`src/rtl/point_cloud_pixel_colorizer_macros.svh`:
```
// Assertion macros shared by the colorizer RTL.
// Simulation builds get concurrent assertions; synthesis builds get nothing.
`ifndef POINT_CLOUD_PIXEL_COLORIZER_MACROS_SVH
`define POINT_CLOUD_PIXEL_COLORIZER_MACROS_SVH

`ifndef SYNTHESIS
`define PCPC_ASSERT(lbl, clk, rst, prop, msg) \
  lbl: assert property (@(posedge clk) disable iff (rst) (prop)) else $error(msg);
`define PCPC_ASSERT_NEXT(lbl, clk, rst, ante, cons, msg) \
  lbl: assert property (@(posedge clk) disable iff (rst) (ante) |=> (cons)) else $error(msg);
`else
`define PCPC_ASSERT(lbl, clk, rst, prop, msg)
`define PCPC_ASSERT_NEXT(lbl, clk, rst, ante, cons, msg)
`endif

`endif

```
`src/rtl/pcpc_pkg.sv`:
```
// ----------------------------------------------------------------------------
// pcpc_pkg
// Types, constants and the hue-to-color function of the pixel colorizer.
// ----------------------------------------------------------------------------
`default_nettype none

package pcpc_pkg;

  localparam int MAX_DIM    = 4096;
  localparam int DIM_W      = 13;
  localparam int PIX_W      = 12;
  localparam int POS_W      = 32;
  localparam int INV_W      = 24;
  localparam int ORG_W      = 28;
  localparam int ORG_SH     = 24;
  localparam int FRAC_W     = 32;
  localparam int PROD_W     = POS_W + INV_W + 1;
  localparam int WIDE_W     = 60;
  localparam int COORD_W    = WIDE_W - FRAC_W;
  localparam int CH_W       = 8;
  localparam int CFG_IDX_W  = 3;
  localparam int CFG_DATA_W = 28;

  localparam int HUE_WRAP    = 360;
  localparam int SECTOR_SPAN = 60;
  localparam int CH_MAX      = 255;

  localparam logic [INV_W-1:0] INV_RES_RST  = INV_W'(1310720);
  localparam logic [ORG_W-1:0] ORIGIN_RST   = ORG_W'(2560);
  localparam logic [DIM_W-1:0] MAP_DIM_RST  = DIM_W'(4096);

  localparam logic [WIDE_W-1:0] ROUND_POS = WIDE_W'(64'h8000_0000);
  localparam logic [WIDE_W-1:0] ROUND_NEG = WIDE_W'(64'h7FFF_FFFF);

  typedef enum logic [CFG_IDX_W-1:0] {
    REG_INV_RES    = 3'd0,
    REG_ORIGIN_X   = 3'd1,
    REG_ORIGIN_Y   = 3'd2,
    REG_IMG_WIDTH  = 3'd3,
    REG_IMG_HEIGHT = 3'd4
  } reg_idx_t;

  typedef enum logic [2:0] {
    SEC_R_TO_Y = 3'd0,
    SEC_Y_TO_G = 3'd1,
    SEC_G_TO_C = 3'd2,
    SEC_C_TO_B = 3'd3,
    SEC_B_TO_M = 3'd4,
    SEC_M_TO_R = 3'd5
  } sector_t;

  typedef struct packed {
    logic        [INV_W-1:0] inv_res;
    logic signed [ORG_W-1:0] origin_x;
    logic signed [ORG_W-1:0] origin_y;
    logic        [DIM_W-1:0] img_width;
    logic        [DIM_W-1:0] img_height;
  } cfg_t;

  typedef struct packed {
    logic [CH_W-1:0] blue;
    logic [CH_W-1:0] green;
    logic [CH_W-1:0] red;
  } color_t;

  typedef struct packed {
    logic signed [COORD_W-1:0] col;
    logic signed [COORD_W-1:0] row;
    color_t                    color;
  } coord_t;

  function automatic logic [DIM_W-1:0] clamp_dim(input logic [DIM_W-1:0] d);
    return (d > DIM_W'(MAX_DIM)) ? DIM_W'(MAX_DIM) : d;
  endfunction

  function automatic color_t hue_color(input logic [CH_W-1:0] inten);
    logic [8:0] dbl;
    logic [8:0] hue;
    logic [8:0] base;
    sector_t    sec;
    logic [5:0] rem;
    logic [9:0] r17;
    logic [9:0] r17_up;
    logic [CH_W-1:0] rise;
    logic [CH_W-1:0] fall;
    color_t     c;
    dbl = {inten, 1'b0};
    hue = (dbl >= 9'(HUE_WRAP)) ? dbl - 9'(HUE_WRAP) : dbl;
    if (hue >= 9'(5 * SECTOR_SPAN)) begin
      sec = SEC_M_TO_R; base = 9'(5 * SECTOR_SPAN);
    end else if (hue >= 9'(4 * SECTOR_SPAN)) begin
      sec = SEC_B_TO_M; base = 9'(4 * SECTOR_SPAN);
    end else if (hue >= 9'(3 * SECTOR_SPAN)) begin
      sec = SEC_C_TO_B; base = 9'(3 * SECTOR_SPAN);
    end else if (hue >= 9'(2 * SECTOR_SPAN)) begin
      sec = SEC_G_TO_C; base = 9'(2 * SECTOR_SPAN);
    end else if (hue >= 9'(SECTOR_SPAN)) begin
      sec = SEC_Y_TO_G; base = 9'(SECTOR_SPAN);
    end else begin
      sec = SEC_R_TO_Y; base = 9'd0;
    end
    rem    = 6'(hue - base);
    r17    = {rem, 4'b0000} + {4'b0000, rem};
    r17_up = r17 + 10'd3;
    rise   = CH_W'(r17 >> 2);
    fall   = CH_W'(CH_MAX) - CH_W'(r17_up >> 2);
    case (sec)
      SEC_R_TO_Y: begin c.red = CH_W'(CH_MAX); c.green = rise;           c.blue = '0; end
      SEC_Y_TO_G: begin c.red = fall;          c.green = CH_W'(CH_MAX);  c.blue = '0; end
      SEC_G_TO_C: begin c.red = '0;            c.green = CH_W'(CH_MAX);  c.blue = rise; end
      SEC_C_TO_B: begin c.red = '0;            c.green = fall;  c.blue = CH_W'(CH_MAX); end
      SEC_B_TO_M: begin c.red = rise;          c.green = '0;    c.blue = CH_W'(CH_MAX); end
      default:    begin c.red = CH_W'(CH_MAX); c.green = '0;    c.blue = fall; end
    endcase
    return c;
  endfunction

endpackage

`default_nettype wire

```
`src/rtl/pcpc_place.sv`:
```
// ----------------------------------------------------------------------------
// pcpc_place
// Map bounds check and output register; drops points off the map.
// ----------------------------------------------------------------------------
`default_nettype none
`include "point_cloud_pixel_colorizer_macros.svh"

module pcpc_place
  import pcpc_pkg::*;
(
  input  wire logic             clk,
  input  wire logic             rst,
  input  wire cfg_t             cfg,
  input  wire logic             s3_valid,
  output logic                  s3_ready,
  input  wire coord_t           s3,
  output logic                  out_valid,
  input  wire logic             out_stall,
  output logic [PIX_W-1:0]      pixel_col,
  output logic [PIX_W-1:0]      pixel_row,
  output logic [CH_W-1:0]       blue,
  output logic [CH_W-1:0]       green,
  output logic [CH_W-1:0]       red
);

  logic [DIM_W-1:0] width_lim, height_lim;
  logic             col_ok, row_ok, hit;

  assign width_lim  = clamp_dim(cfg.img_width);
  assign height_lim = clamp_dim(cfg.img_height);
  assign col_ok = !s3.col[COORD_W-1] &&
                  (s3.col[COORD_W-2:0] < (COORD_W-1)'(width_lim));
  assign row_ok = !s3.row[COORD_W-1] &&
                  (s3.row[COORD_W-2:0] < (COORD_W-1)'(height_lim));
  assign hit      = col_ok && row_ok;
  assign s3_ready = !out_valid || !out_stall;

  always_ff @(posedge clk) begin
    if (rst) begin
      out_valid <= 1'b0;
    end else if (s3_ready) begin
      out_valid <= s3_valid && hit;
    end
  end

  always_ff @(posedge clk) begin
    if (s3_ready && s3_valid) begin
      pixel_col <= s3.col[PIX_W-1:0];
      pixel_row <= s3.row[PIX_W-1:0];
      blue      <= s3.color.blue;
      green     <= s3.color.green;
      red       <= s3.color.red;
    end
  end

  `PCPC_ASSERT_NEXT(a_hit_delivers, clk, rst, s3_valid && s3_ready && hit, out_valid, "hit lost")
  `PCPC_ASSERT_NEXT(a_miss_drops, clk, rst, s3_valid && s3_ready && !hit, !out_valid, "miss shown")

endmodule

`default_nettype wire

```
`config.mk`:
```
export PLATFORM = sky130hd
export DESIGN_NAME = pcpc_place
export DESIGN_NICKNAME = d
export VERILOG_FILES = /design/src/rtl/pcpc_pkg.sv /design/src/rtl/pcpc_place.sv
export VERILOG_INCLUDE_DIRS = /design/src /design/src/rtl
export SDC_FILE = /design/constraint.sdc
export NUM_CORES = 1
export LEC_CHECK = 0
export BUFFER_PORTS_ARGS = -buffer_cell sky130_fd_sc_hd__buf_2
export CAP_MARGIN = 20
export CORE_ASPECT_RATIO = 0.7
export CORE_MARGIN = 5
export CORE_UTILIZATION = 35
export DETAILED_ROUTE_END_ITERATION = 12
export PLACE_DENSITY = 0.82
export SLEW_MARGIN = 20
export SYNTH_ARGS = -nofsm -noshare
export SYNTH_HDL_FRONTEND = slang
export SYNTH_SLANG_ARGS = --single-unit
```
`constraint.sdc`:
```
create_clock -name clk -period 5.82 [get_ports clk]
set_input_delay 1.164 -clock clk [delete_from_list [all_inputs] [get_ports clk]]
set_output_delay 1.164 -clock clk [all_outputs]
set_load 0.05 [all_outputs]
```
==> impl_metrics.toml <==
[flow_run]
cap_violations = 0

[routing]
vias = 1865
dr.first_iter.drc_count = 18
drc = 0
drtPass1Iterations = 4
ant_nets = 0
via_per_inst = 4.75
wl_um = 5880
wl_per_cell_um = 14.9

[grt]
grt-ovfl-total = 0
grt_max_degree = 49
grt_pass1_vias = 1967
grt_pass1_wl_um = 9200
track_usage = 0.144
grt_antenna_before_repair = 0

[sta]
finalClockSkew_ns = 0.00586
final.period_utilization = 0.487
setup_viol_count_final = 0
fin_tns_setup_ns = 0
finalHoldViolCount = 0
min_period_ns = 2.83
rsz0062_at_grt = "no"
fin_ws_ns = 2.99
slew_viol_final = 0
holdWs_ns = 0.744
fmax_mhz = 353
relSlewSlack = 0.581
worst_pin_slew_ns = 0.628

[clocking]
cts_hold_buf = 0
cts-root-buf = "clkbuf_8"
post_cts_buffers = 0
cts_tree = "yes"
clk_pin_slew_worst_paths_ns = 0.09
cts_buffers = 5
clock_path_buffers = 2
cts.sinks = 49
insertion_delay_ns = 0.29
cts_resized = 0
htree_levels = 2

[placed_design]
placed_cells_incl_taps = 385
gp_congestion = 0.843
pre_cts_ws_ns = 2.67
numPortBuffers = 159
dp_hpwl_um = 5040

[floorplanning]
fp-row-count = 24
dieArea_mm2 = 0.00792
core_area_mm2 = 0.00613
die_h_um = 76.0
pin_count = 240
die_w_um = 104
start_util = 0.355

[power_and_ir_drop]
power.density_mw_per_mm2 = 262
p_leak_nw = 1.45
ir_drop_mv = 0.0938

[yosys]
synth_top_family_by_area = "adder cells"
synth_mux_area_frac = 0
synth_xor_area_frac = 0
synth_nets = 364
synth_fa_ha_area_frac = 0.138
syn_avg_cell_area_um2 = 14.5
netlist_area_mm2 = 0.00218
synth_compound_area_frac = 0.0523
synthSimpleGateAreaFrac = 0.132
yosysSeqAreaShare = 0.671
yosysWarnings = 0
synthCells = 150
synth-seq-cells = 49
synth.distinct_cells = 23

[cells_and_area]
fin_util = 0.515
final_cells = 393
n_fill_cell = 578
final_cell_mix = "159 x buf_2, 48 x edfxtp_1, 27 x nand2_1"
antenna_cells = 0
areaGrowthSynthToFinish_pct = 44.8
fin_nets = 528
drive_gt1_frac = 0.537
final_common_cell = "buf_2"

[run_status]
status = "complete, no violations"

[worst_setup_path]
cp.required_ns = 4.66
start_kind = "input pin"
r2r_start = "out_valid$_SDFFE_PP0N_"
crit_fanout = 4
r2r_cells = 2
endpoint = "s3_ready"
arrival_ns = 1.67
end_kind = "output pin"
crit_type = "input pin to output pin"
r2r-end = "pixel_row[0]$_DFFE_PP_"
critical_path.startpoint = "out_stall"
r2r_setup_slack_ns = 4.39

[hold_path]
min_path_type = "register to register"
-- how the worst min path moves through the flow --
stage | startpoint | end | slack (ns) | depth (start not counted)
2_1_floorplan | out_valid$_SDFFE_PP0N_ | out_valid$_SDFFE_PP0N_ | 1.21 | 4
3_3_place_gp | out_valid$_SDFFE_PP0N_ | out_valid$_SDFFE_PP0N_ | 0.75 | 4
3_5_place_dp | out_valid$_SDFFE_PP0N_ | out_valid$_SDFFE_PP0N_ | 0.73 | 4
4_1_cts | out_valid$_SDFFE_PP0N_ | out_valid$_SDFFE_PP0N_ | 0.76 | 4
5_1_grt | out_valid$_SDFFE_PP0N_ | out_valid$_SDFFE_PP0N_ | 0.83 | 4
6_report | out_valid$_SDFFE_PP0N_ | out_valid$_SDFFE_PP0N_ | 0.74 | 4
-- where the power goes --
part,switching [mW],internal [mW]
combinational,0.146,0.0616
clock,0.110,0.0848
sequential,0.00597,0.417
total,0.262,0.563
-- final cells by class --
cell class	count	area, µm²	share of cell area
clock inverter	2	15.0	0.00476
clock buffer	6	72.6	0.0230
timing repair buffer	159	796	0.252
multi-input combinational	97	703	0.223
inverter	2	7.51	0.00238
sequential	49	1460	0.463
tap	78	97.6	0.0310
-- worst max-delay path, stage by stage --
cell     delay [ns]
buf_2          0.09
nand2_1        0.12
buf_2          0.29
-- kinds of logic (layout without fill, tap and decap cells) --
family	count (synthesis)	in the layout
AND/OR/NAND/NOR	54	54
flip-flops	49	49
buffers and inverters	4	169
adder cells (fa/ha/maj)	24	24
AO/OA/AOI/OAI	19	19
-- cells in the mapped netlist --
| library cell | number | area [µm²] |
|---|---|---|
| clkbuf_1 | 2 | 7.51 |
| o211ai_1 | 2 | 15.0 |
| edfxtp_1 | 48 | 1440 |
| dfxtp_1 | 1 | 20.0 |
| nor3_1 | 1 | 5.00 |
| and2_1 | 1 | 6.26 |
| a21o_1 | 2 | 15.0 |
| inv_1 | 2 | 7.51 |
| o21ai_0 | 5 | 25.0 |
| nor4b_2 | 1 | 15.0 |
| a2111oi_0 | 1 | 8.76 |
| a22oi_1 | 1 | 7.51 |
| a21oi_1 | 6 | 30.0 |
| nor4_4 | 1 | 21.3 |
| and4_1 | 3 | 26.3 |
| nand4_1 | 4 | 25.0 |
| ha_1 | 24 | 300 |
| nor2_1 | 5 | 18.8 |
| nor4_1 | 7 | 43.8 |
| nand3_1 | 3 | 15.0 |
| nand2_1 | 27 | 101 |
| a31oi_1 | 2 | 12.5 |
| nor4b_1 | 1 | 8.76 |
-- metrics by stage --
step	total power [mW]	area, µm²
floorplan	0.565	2180
global placement	0.636	3060
detailed placement	0.642	3060
CTS	0.837	3150
global route	0.868	3150
finish	0.826	3150
-- state kept, by name (all words and copies together) (netlist names) --
signal and cells:
blue 8, green 8, out_valid 1, pixel_col 12, pixel_row 12, red 8
-- routing by layer --
metal,vias up,GRT usage,share of wire
li1,912,-,-
met3,6,0.0474,0.099
met2,107,0.241,0.48
met5,-,0,0
met4,0,0.0492,0.013
met1,840,0.174,0.41
Note: power is estimated with default switching activity, not from simulation.
