[src/rtl/point_cloud_pixel_colorizer_macros.svh]
// Assertion macros shared by the colorizer RTL.
// Simulation builds get concurrent assertions; synthesis builds get nothing.
`ifndef POINT_CLOUD_PIXEL_COLORIZER_MACROS_SVH
`define POINT_CLOUD_PIXEL_COLORIZER_MACROS_SVH

`ifndef SYNTHESIS
`define PCPC_ASSERT(lbl, clk, rst, prop, msg) \
  lbl: assert property (@(posedge clk) disable iff (rst) (prop)) else $error(msg);
`define PCPC_ASSERT_NEXT(lbl, clk, rst, ante, cons, msg) \
  lbl: assert property (@(posedge clk) disable iff (rst) (ante) |=> (cons)) else $error(msg);
`else
`define PCPC_ASSERT(lbl, clk, rst, prop, msg)
`define PCPC_ASSERT_NEXT(lbl, clk, rst, ante, cons, msg)
`endif

`endif

[src/rtl/pcpc_pkg.sv]
// ----------------------------------------------------------------------------
// pcpc_pkg
// Types, constants and the hue-to-color function of the pixel colorizer.
// ----------------------------------------------------------------------------
`default_nettype none

package pcpc_pkg;

  localparam int MAX_DIM    = 4096;
  localparam int DIM_W      = 13;
  localparam int PIX_W      = 12;
  localparam int POS_W      = 32;
  localparam int INV_W      = 24;
  localparam int ORG_W      = 28;
  localparam int ORG_SH     = 24;
  localparam int FRAC_W     = 32;
  localparam int PROD_W     = POS_W + INV_W + 1;
  localparam int WIDE_W     = 60;
  localparam int COORD_W    = WIDE_W - FRAC_W;
  localparam int CH_W       = 8;
  localparam int CFG_IDX_W  = 3;
  localparam int CFG_DATA_W = 28;

  localparam int HUE_WRAP    = 360;
  localparam int SECTOR_SPAN = 60;
  localparam int CH_MAX      = 255;

  localparam logic [INV_W-1:0] INV_RES_RST  = INV_W'(1310720);
  localparam logic [ORG_W-1:0] ORIGIN_RST   = ORG_W'(2560);
  localparam logic [DIM_W-1:0] MAP_DIM_RST  = DIM_W'(4096);

  localparam logic [WIDE_W-1:0] ROUND_POS = WIDE_W'(64'h8000_0000);
  localparam logic [WIDE_W-1:0] ROUND_NEG = WIDE_W'(64'h7FFF_FFFF);

  typedef enum logic [CFG_IDX_W-1:0] {
    REG_INV_RES    = 3'd0,
    REG_ORIGIN_X   = 3'd1,
    REG_ORIGIN_Y   = 3'd2,
    REG_IMG_WIDTH  = 3'd3,
    REG_IMG_HEIGHT = 3'd4
  } reg_idx_t;

  typedef enum logic [2:0] {
    SEC_R_TO_Y = 3'd0,
    SEC_Y_TO_G = 3'd1,
    SEC_G_TO_C = 3'd2,
    SEC_C_TO_B = 3'd3,
    SEC_B_TO_M = 3'd4,
    SEC_M_TO_R = 3'd5
  } sector_t;

  typedef struct packed {
    logic        [INV_W-1:0] inv_res;
    logic signed [ORG_W-1:0] origin_x;
    logic signed [ORG_W-1:0] origin_y;
    logic        [DIM_W-1:0] img_width;
    logic        [DIM_W-1:0] img_height;
  } cfg_t;

  typedef struct packed {
    logic [CH_W-1:0] blue;
    logic [CH_W-1:0] green;
    logic [CH_W-1:0] red;
  } color_t;

  typedef struct packed {
    logic signed [COORD_W-1:0] col;
    logic signed [COORD_W-1:0] row;
    color_t                    color;
  } coord_t;

  function automatic logic [DIM_W-1:0] clamp_dim(input logic [DIM_W-1:0] d);
    return (d > DIM_W'(MAX_DIM)) ? DIM_W'(MAX_DIM) : d;
  endfunction

  function automatic color_t hue_color(input logic [CH_W-1:0] inten);
    logic [8:0] dbl;
    logic [8:0] hue;
    logic [8:0] base;
    sector_t    sec;
    logic [5:0] rem;
    logic [9:0] r17;
    logic [9:0] r17_up;
    logic [CH_W-1:0] rise;
    logic [CH_W-1:0] fall;
    color_t     c;
    dbl = {inten, 1'b0};
    hue = (dbl >= 9'(HUE_WRAP)) ? dbl - 9'(HUE_WRAP) : dbl;
    if (hue >= 9'(5 * SECTOR_SPAN)) begin
      sec = SEC_M_TO_R; base = 9'(5 * SECTOR_SPAN);
    end else if (hue >= 9'(4 * SECTOR_SPAN)) begin
      sec = SEC_B_TO_M; base = 9'(4 * SECTOR_SPAN);
    end else if (hue >= 9'(3 * SECTOR_SPAN)) begin
      sec = SEC_C_TO_B; base = 9'(3 * SECTOR_SPAN);
    end else if (hue >= 9'(2 * SECTOR_SPAN)) begin
      sec = SEC_G_TO_C; base = 9'(2 * SECTOR_SPAN);
    end else if (hue >= 9'(SECTOR_SPAN)) begin
      sec = SEC_Y_TO_G; base = 9'(SECTOR_SPAN);
    end else begin
      sec = SEC_R_TO_Y; base = 9'd0;
    end
    rem    = 6'(hue - base);
    r17    = {rem, 4'b0000} + {4'b0000, rem};
    r17_up = r17 + 10'd3;
    rise   = CH_W'(r17 >> 2);
    fall   = CH_W'(CH_MAX) - CH_W'(r17_up >> 2);
    case (sec)
      SEC_R_TO_Y: begin c.red = CH_W'(CH_MAX); c.green = rise;           c.blue = '0; end
      SEC_Y_TO_G: begin c.red = fall;          c.green = CH_W'(CH_MAX);  c.blue = '0; end
      SEC_G_TO_C: begin c.red = '0;            c.green = CH_W'(CH_MAX);  c.blue = rise; end
      SEC_C_TO_B: begin c.red = '0;            c.green = fall;  c.blue = CH_W'(CH_MAX); end
      SEC_B_TO_M: begin c.red = rise;          c.green = '0;    c.blue = CH_W'(CH_MAX); end
      default:    begin c.red = CH_W'(CH_MAX); c.green = '0;    c.blue = fall; end
    endcase
    return c;
  endfunction

endpackage

`default_nettype wire

[src/rtl/pcpc_cfg.sv]
// ----------------------------------------------------------------------------
// pcpc_cfg
// Configuration register file: scale, map origin and map size.
// ----------------------------------------------------------------------------
`default_nettype none

module pcpc_cfg
  import pcpc_pkg::*;
(
  input  wire logic                  clk,
  input  wire logic                  rst,
  input  wire logic                  wr_en,
  input  wire logic [CFG_IDX_W-1:0]  wr_index,
  input  wire logic [CFG_DATA_W-1:0] wr_data,
  output cfg_t                       cfg
);

  always_ff @(posedge clk) begin
    if (rst) begin
      cfg.inv_res    <= INV_RES_RST;
      cfg.origin_x   <= ORIGIN_RST;
      cfg.origin_y   <= ORIGIN_RST;
      cfg.img_width  <= MAP_DIM_RST;
      cfg.img_height <= MAP_DIM_RST;
    end else if (wr_en) begin
      case (wr_index)
        REG_INV_RES:    cfg.inv_res    <= wr_data[INV_W-1:0];
        REG_ORIGIN_X:   cfg.origin_x   <= $signed(wr_data[ORG_W-1:0]);
        REG_ORIGIN_Y:   cfg.origin_y   <= $signed(wr_data[ORG_W-1:0]);
        REG_IMG_WIDTH:  cfg.img_width  <= wr_data[DIM_W-1:0];
        REG_IMG_HEIGHT: cfg.img_height <= wr_data[DIM_W-1:0];
        default: ;
      endcase
    end
  end

endmodule

`default_nettype wire

[config.mk]
export PLATFORM = sky130hd
export DESIGN_NAME = pcpc_cfg
export DESIGN_NICKNAME = d
export VERILOG_FILES = /design/src/rtl/point_cloud_pixel_colorizer_macros.svh /design/src/rtl/pcpc_pkg.sv /design/src/rtl/pcpc_cfg.sv
export SDC_FILE = /design/constraint.sdc
export NUM_CORES = 1
export LEC_CHECK = 0
export ABC_AREA = 1
export BUFFER_PORTS_ARGS = -buffer_cell sky130_fd_sc_hd__buf_2
export CAP_MARGIN = 30
export CORE_ASPECT_RATIO = 0.9
export CORE_UTILIZATION = 47
export CTS_BUF_LIST = sky130_fd_sc_hd__clkbuf_8
export CTS_CLUSTER_DIAMETER = 150
export DETAILED_ROUTE_END_ITERATION = 10
export HOLD_SLACK_MARGIN = 0.06
export PLACE_DENSITY_LB_ADDON = 0.05
export RECOVER_POWER = 50
export SYNTH_ARGS = -nofsm -noshare
export SYNTH_HDL_FRONTEND = slang
export SYNTH_SLANG_ARGS = --single-unit
[constraint.sdc]
create_clock -name clk -period 0.8 [get_ports clk]
set_input_delay 0.08 -clock clk [delete_from_list [all_inputs] [get_ports clk]]
set_output_delay 0.08 -clock clk [all_outputs]
set_load 0.03 [all_outputs]
==> results of run 1 <==
-- synthesized netlist by cell type, drive strengths merged --
master / n
buf: 35
nor2: 205
nand2: 121
inv: 35
clkbuf: 2
nand3: 106
o21ai: 2
dfxtp: 106
-- routing by layer --
| layer | global-route usage [%] | part of all wire (%) |
|---|---|---|
| met2 | 45.94 | 49 |
| met5 | 0 | 0 |
| met4 | 7.981 | 1.4 |
| met3 | 6.264 | 7.3 |
| met1 | 34.39 | 42 |
-- placed cells by master (no fill, tap or decap), types with 3 or more instances in the layout --
cell	count
buf_12	10
buf_2	31
buf_4	17
buf_6	107
clkbuf_2	4
clkbuf_8	10
dfxtp_1	11
dfxtp_2	95
dlygate4sd3_1	13
inv_1	30
inv_2	6
nand2_1	119
nand3_1	106
nor2_1	196
nor2_2	3
nor2_4	6
-- what timing repair did --
action / CTS / global route
gates resized for setup: 318 / 7
hold buffers: 13 / 0
setup buffers: 1 / 6
setup endpoints to repair: 106 / 112
pin swaps: 0 / 2
hold endpoints to repair: 19 / 0
-- cells by family after synthesis --
family                 count (synthesis)  synth area share (%)
flip-flops                           106                 49.20
AO/OA/AOI/OAI                          2                0.2321
buffers and inverters                 72                 8.326
AND/OR/NAND/NOR                      432                 42.24
-- through the flow --
stage          area [sq um]  hold WS (ns)  TNS [ns]  std cells
2_1_floorplan          4318        0.1932         0        612
3_3_place_gp           5265        0.2970    -14.23        856
4_1_cts                6377       0.06252    -14.49        886
6_report               6367       0.08280    -13.09        893
3_5_place_dp           5265        0.3142    -16.91        856
5_1_grt                6367       0.09629    -18.85        893
-- worst max-delay path by stage --
stage                startpoint       to  slack, ns
global route            cfg[61]  cfg[61]      -0.20
finish                  cfg[55]  cfg[55]      -0.16
detailed placement  wr_index[0]  cfg[52]      -0.21
global placement    wr_index[1]  cfg[49]      -0.17
floorplan                 wr_en  cfg[62]      0.004
CTS                     cfg[97]  cfg[97]      -0.16
-- power by group --
part / internal, mW / switching [mW] / total, mW
clock: 1.22 / 1.78 / 3.00
sequential: 5.49 / 0.140 / 5.63
combinational: 0.790 / 1.15 / 1.94
total: 7.50 / 3.07 / 10.6
-- area by class of cell --
class / count / area (sq um) / share of cell area (%)
Antenna cell: 1 / 2.502 / 0.03930
Clock buffer: 10 / 137.6 / 2.162
Clock inverter: 6 / 41.29 / 0.6485
Inverter: 35 / 131.4 / 2.063
Multi-Input combinational cell: 434 / 1827 / 28.69
Sequential cell: 106 / 2241 / 35.19
Tap cell: 119 / 148.9 / 2.338
Timing Repair Buffer: 182 / 1838 / 28.87
==> impl_metrics.tcl, run 1 <==
set metrics [dict create \
    antenna_found_initial 1 \
    synth_area_sq_um 4313 \
    syn_nets 646 \
    grt_pass1_vias 4070 \
    routabilityCongestion 0.7955 \
    min_from "wr_data[22]" \
    hold_path_depth 5 \
    worstPathRequired_ns 0.72 \
    status "finished with violations" \
    cpLargestDelayFamily "flip-flops" \
    top_register "cfg" \
    fin_ws_ns -0.1560 \
    die_w_microns 103.0 \
    end_kind "primary output" \
    critical-path-slowest-cell "dfxtp_2" \
    die_y_microns 92.88 \
    fmax_mhz 1046 \
    min_period_over_period_pct 119.5 \
    nFillCells 731 \
    dp_slack_ns -0.2146 \
    rsz0062_at_grt "true" \
    grt_usage_pct 27.24 \
    worstPathBufferInverterCount 1 \
    largest_reg_flops 106 \
    clk_latency_ns 0.35 \
    finalSetupViolCount 111 \
    hold_viol 0 \
    area_growth_pct 47.64 \
    portBuffers 139 \
    slowest_delay_ns 0.38 \
    grt_pass1_wl_mm 19.84 \
    holdPathEnd "cfg[104]" \
    core-area_sq_um 8728 \
    reg2reg_slack_ns 0.04 \
    clock_skew_ns 0 \
    clockBufferDepth 2 \
    finalPower_mw 10.57 \
    vias 4415 \
    synth_cell_types 16 \
    ir_worst_vdd_uv 968.9 \
    cp.depth 1 \
    drt-total-wl_mm 12.49 \
    drv_slew 0 \
    antenna_left 0 \
    cts_sinks 106 \
    reg.largest.list "cfg: 106 flops" \
    fin_crit_ns 0.9560 \
    regToRegEndpoint "cfg[19]" \
    leakagePower_nw 2.954 \
    clk_pin_slew_ns 0.09 \
    slew_headroom_pct 74.14 \
    failed_checks "setup timing" \
    drtPass1Iterations 5 \
    ys_seq_elements 106 \
    grt_overflow_total 0 \
    start_util_pct 49.41 \
    die-area_sq_um 9564 \
    powerDensity_nw_per_um2 1660 \
    synth.top_cell.area_share_pct 49.20 \
    drc 0 \
    drtIter0Drc 226 \
    min_path_type "in2reg" \
    avgRoutedWirePerCell_microns 13.99 \
    r2r_start "cfg[19]" \
    synth.area.top_cells "dfxtp_1 49%, nor2_1 17%, nand3_1 12%" \
    tightest_slew_ns 0.3864 \
    synth_seq_area_share_pct 49.20 \
    viasPerCell 4.944 \
    nNetsFinal 802 \
    final_core_util_pct 72.95 \
    critPathMaxFanout 2 \
    cts_max_level 3 \
    cp.arrival_ns 0.88 \
    io_pins 140 \
    critPathKind "reg2out" \
    root_buffer "clkbuf_8" \
    synth_cells 612 \
    syn_area_per_cell_sq_um 7.047 \
    start_kind "register" \
    drive_above_1_share_pct 38.29 \
    cp_cell_sequence "buf_6" \
    r2r_cells 4 \
    yosysWarnings 0 \
    dp_hpwl_mm 8.200 \
    cts_buffers 9 \
    grt_max_degree 48 \
    rows 32 \
    yosys.area.top_type "dfxtp_1" \
    cts_tree "done" \
    max-cap-violations 0 \
]
No activity file was read; power rests on OpenSTA's default activity.
==> run 2, diff against run 1 <==
--- a/config.mk
+++ b/config.mk
@@ -14,8 +14,8 @@
 export CTS_CLUSTER_DIAMETER = 150
 export DETAILED_ROUTE_END_ITERATION = 10
 export HOLD_SLACK_MARGIN = 0.06
-export PLACE_DENSITY_LB_ADDON = 0.05
-export RECOVER_POWER = 50
+export PLACE_DENSITY = 0.78
+export RECOVER_POWER = 100
 export SYNTH_ARGS = -nofsm -noshare
 export SYNTH_HDL_FRONTEND = slang
 export SYNTH_SLANG_ARGS = --single-unit
==> run 2 against run 1 <==
The flow still finishes with violations (setup timing). Clock skew stayed put. Combinational power is 2% higher. Via count is 4.2% higher. Total power is 7.4% higher. Critical endpoint is now cfg[52]. Largest power group unchanged.
==> impl_metrics.tcl, run 2 (synthesized netlist as in run 1, its figures left out) <==
set metrics [dict create \
    status "finished with violations" \
    failed_checks "setup timing" \
    comb_power_share_pct 17.5 \
    power_frac_clock_pct 32.9 \
    hold_viol 0 \
    grt_usage_pct 28.46 \
    fin_ws_ns -0.1459 \
    grt_max_degree 50 \
    reg2reg_slack_ns 0.07 \
    critPathMaxFanout 2 \
    dp_slack_ns -0.3364 \
    cts_max_level 3 \
    seqPwrFrac_pct 49.7 \
    grt_overflow_total 0 \
    power_switching_mw 3.194 \
    rows 32 \
    fmax_mhz 1057 \
    drtPass1Iterations 5 \
    cp.arrival_ns 0.87 \
    vias 4601 \
    io_pins 140 \
    clk_pin_slew_ns 0.11 \
    cts_sinks 106 \
    tightest_slew_ns 0.3661 \
    slew_headroom_pct 75.53 \
    fin_hold_ws_ns 0.08014 \
    min_from "wr_data[19]" \
    nFillCells 655 \
    clock_skew_ns 0 \
    grt_pass1_wl_mm 20.80 \
    start_kind "register" \
    min_period_over_period_pct 118.2 \
    clk_latency_ns 0.36 \
    grt_pass1_vias 4434 \
    start_util_pct 49.41 \
    portBuffers 139 \
    drt-total-wl_mm 13.80 \
    cpLargestDelayFamily "flip-flops" \
    cts_tree "done" \
    critical-path-slowest-cell "dfxtp_2" \
    final_common_cell "nor2_1" \
    area_growth_pct 49.38 \
    leakagePower_nw 3.006 \
    die_w_microns 103.0 \
    rsz0062_at_grt "true" \
    cp_cell_sequence "buf_6" \
    avgRoutedWirePerCell_microns 15.35 \
    drc 0 \
    multi_input_area_sq_um 1831 \
    r2r_start "cfg[63]" \
    drtIter0Drc 364 \
    die-area_sq_um 9564 \
    max-cap-violations 0 \
    largest_reg_flops 106 \
    powerDensity_nw_per_um2 1762 \
    core-area_sq_um 8728 \
    die_y_microns 92.88 \
    fin_crit_ns 0.9459 \
    critPathKind "reg2out" \
    antenna_found_initial 0 \
    diodes 0 \
    end_kind "primary output" \
    nNetsFinal 809 \
    routabilityCongestion 0.8342 \
    cts_buffers 9 \
    crit_start "cfg[52]" \
    antenna_left 0 \
    mostFrequentLayoutCells "196 x nor2_1, 120 x nand2_1, 108 x buf_6" \
    ir_worst_vdd_uv 986.6 \
    p_int_mw 8.155 \
    reg.largest.list "cfg: 106 flops" \
    top_register "cfg" \
    drive_above_1_share_pct 40.38 \
    worstPathBufferInverterCount 1 \
    root_buffer "clkbuf_8" \
    dp_hpwl_mm 8.398 \
    slowest_delay_ns 0.36 \
    min_path_type "in2reg" \
    finalSetupViolCount 108 \
    final_cell_area_sq_um 6442 \
    switching_share_pct 28.15 \
    worstPathRequired_ns 0.72 \
    dpl_cell_area_sq_um 5290 \
    viasPerCell 5.118 \
    drv_slew 0 \
    clockBufferDepth 2 \
    regArea_sq_um 2255 \
]
==> run 2: cell count changes in the layout (fill, tap and decap cells not counted), moves of 4 or more <==
cell | before | now
buf_4 | 17 | 28
dfxtp_1 | 11 | 0
dfxtp_2 | 95 | 106
dlygate4sd3_1 | 13 | 9
==> run 2: layer usage <==
metal / vias to the layer above / wire, microns / global-route usage (%)
met5: - / 0 / 0
met4: 0 / 387 / 11.85
met3: 36 / 1213 / 7.170
met2: 223 / 6735 / 50.00
met1: 2126 / 5463 / 32.42
li1: 2216 / - / -
==> run 2: per-stage QoR <==
stage	power [mW]	util, %	cells	setup TNS, ns
2_1_floorplan	6.765	-	612	0
3_3_place_gp	7.311	60.61	861	-22.31
5_1_grt	11.74	73.81	899	-18.40
4_1_cts	11.30	73.80	891	-13.47
3_5_place_dp	7.347	60.61	861	-25.08
6_report	11.35	73.81	899	-12.81
==> run 2: timing repair <==
item,in CTS,in global routing
endpoints found under the hold margin,14,0
cloned,0,1
gates resized for setup,318,4
pin swaps,0,1
buffers inserted,5,7
hold buffers,9,0
endpoints found under the setup margin,106,124
==> run 2: worst paths after layout <==
kind / end / cells past startpoint
worst max-delay path: cfg[52] / 1
worst min-delay path: cfg[45] / 5
worst max register to register: cfg[63] / 3
worst min register to register: cfg[54] / 2
==> run 2: area by class of cell <==
class,count,share of cell area (%)
clock buffer,10,2.136
timing repair buffer,188,28.70
clock inverter,6,1.398
inverter,35,2.039
tap,119,2.311
sequential,106,35.00
multi-input combinational,435,28.41
==> run 2: power groups by stage <==
stage          combinational [mW]  clock [mW]  sequential (mW)
6_report                     1.98        3.73             5.64
5_1_grt                      2.12        3.97             5.66
4_1_cts                      1.94        3.73             5.63
3_5_place_dp                 1.67           0             5.68
3_3_place_gp                 1.64           0             5.67
2_1_floorplan               0.730           0             6.03
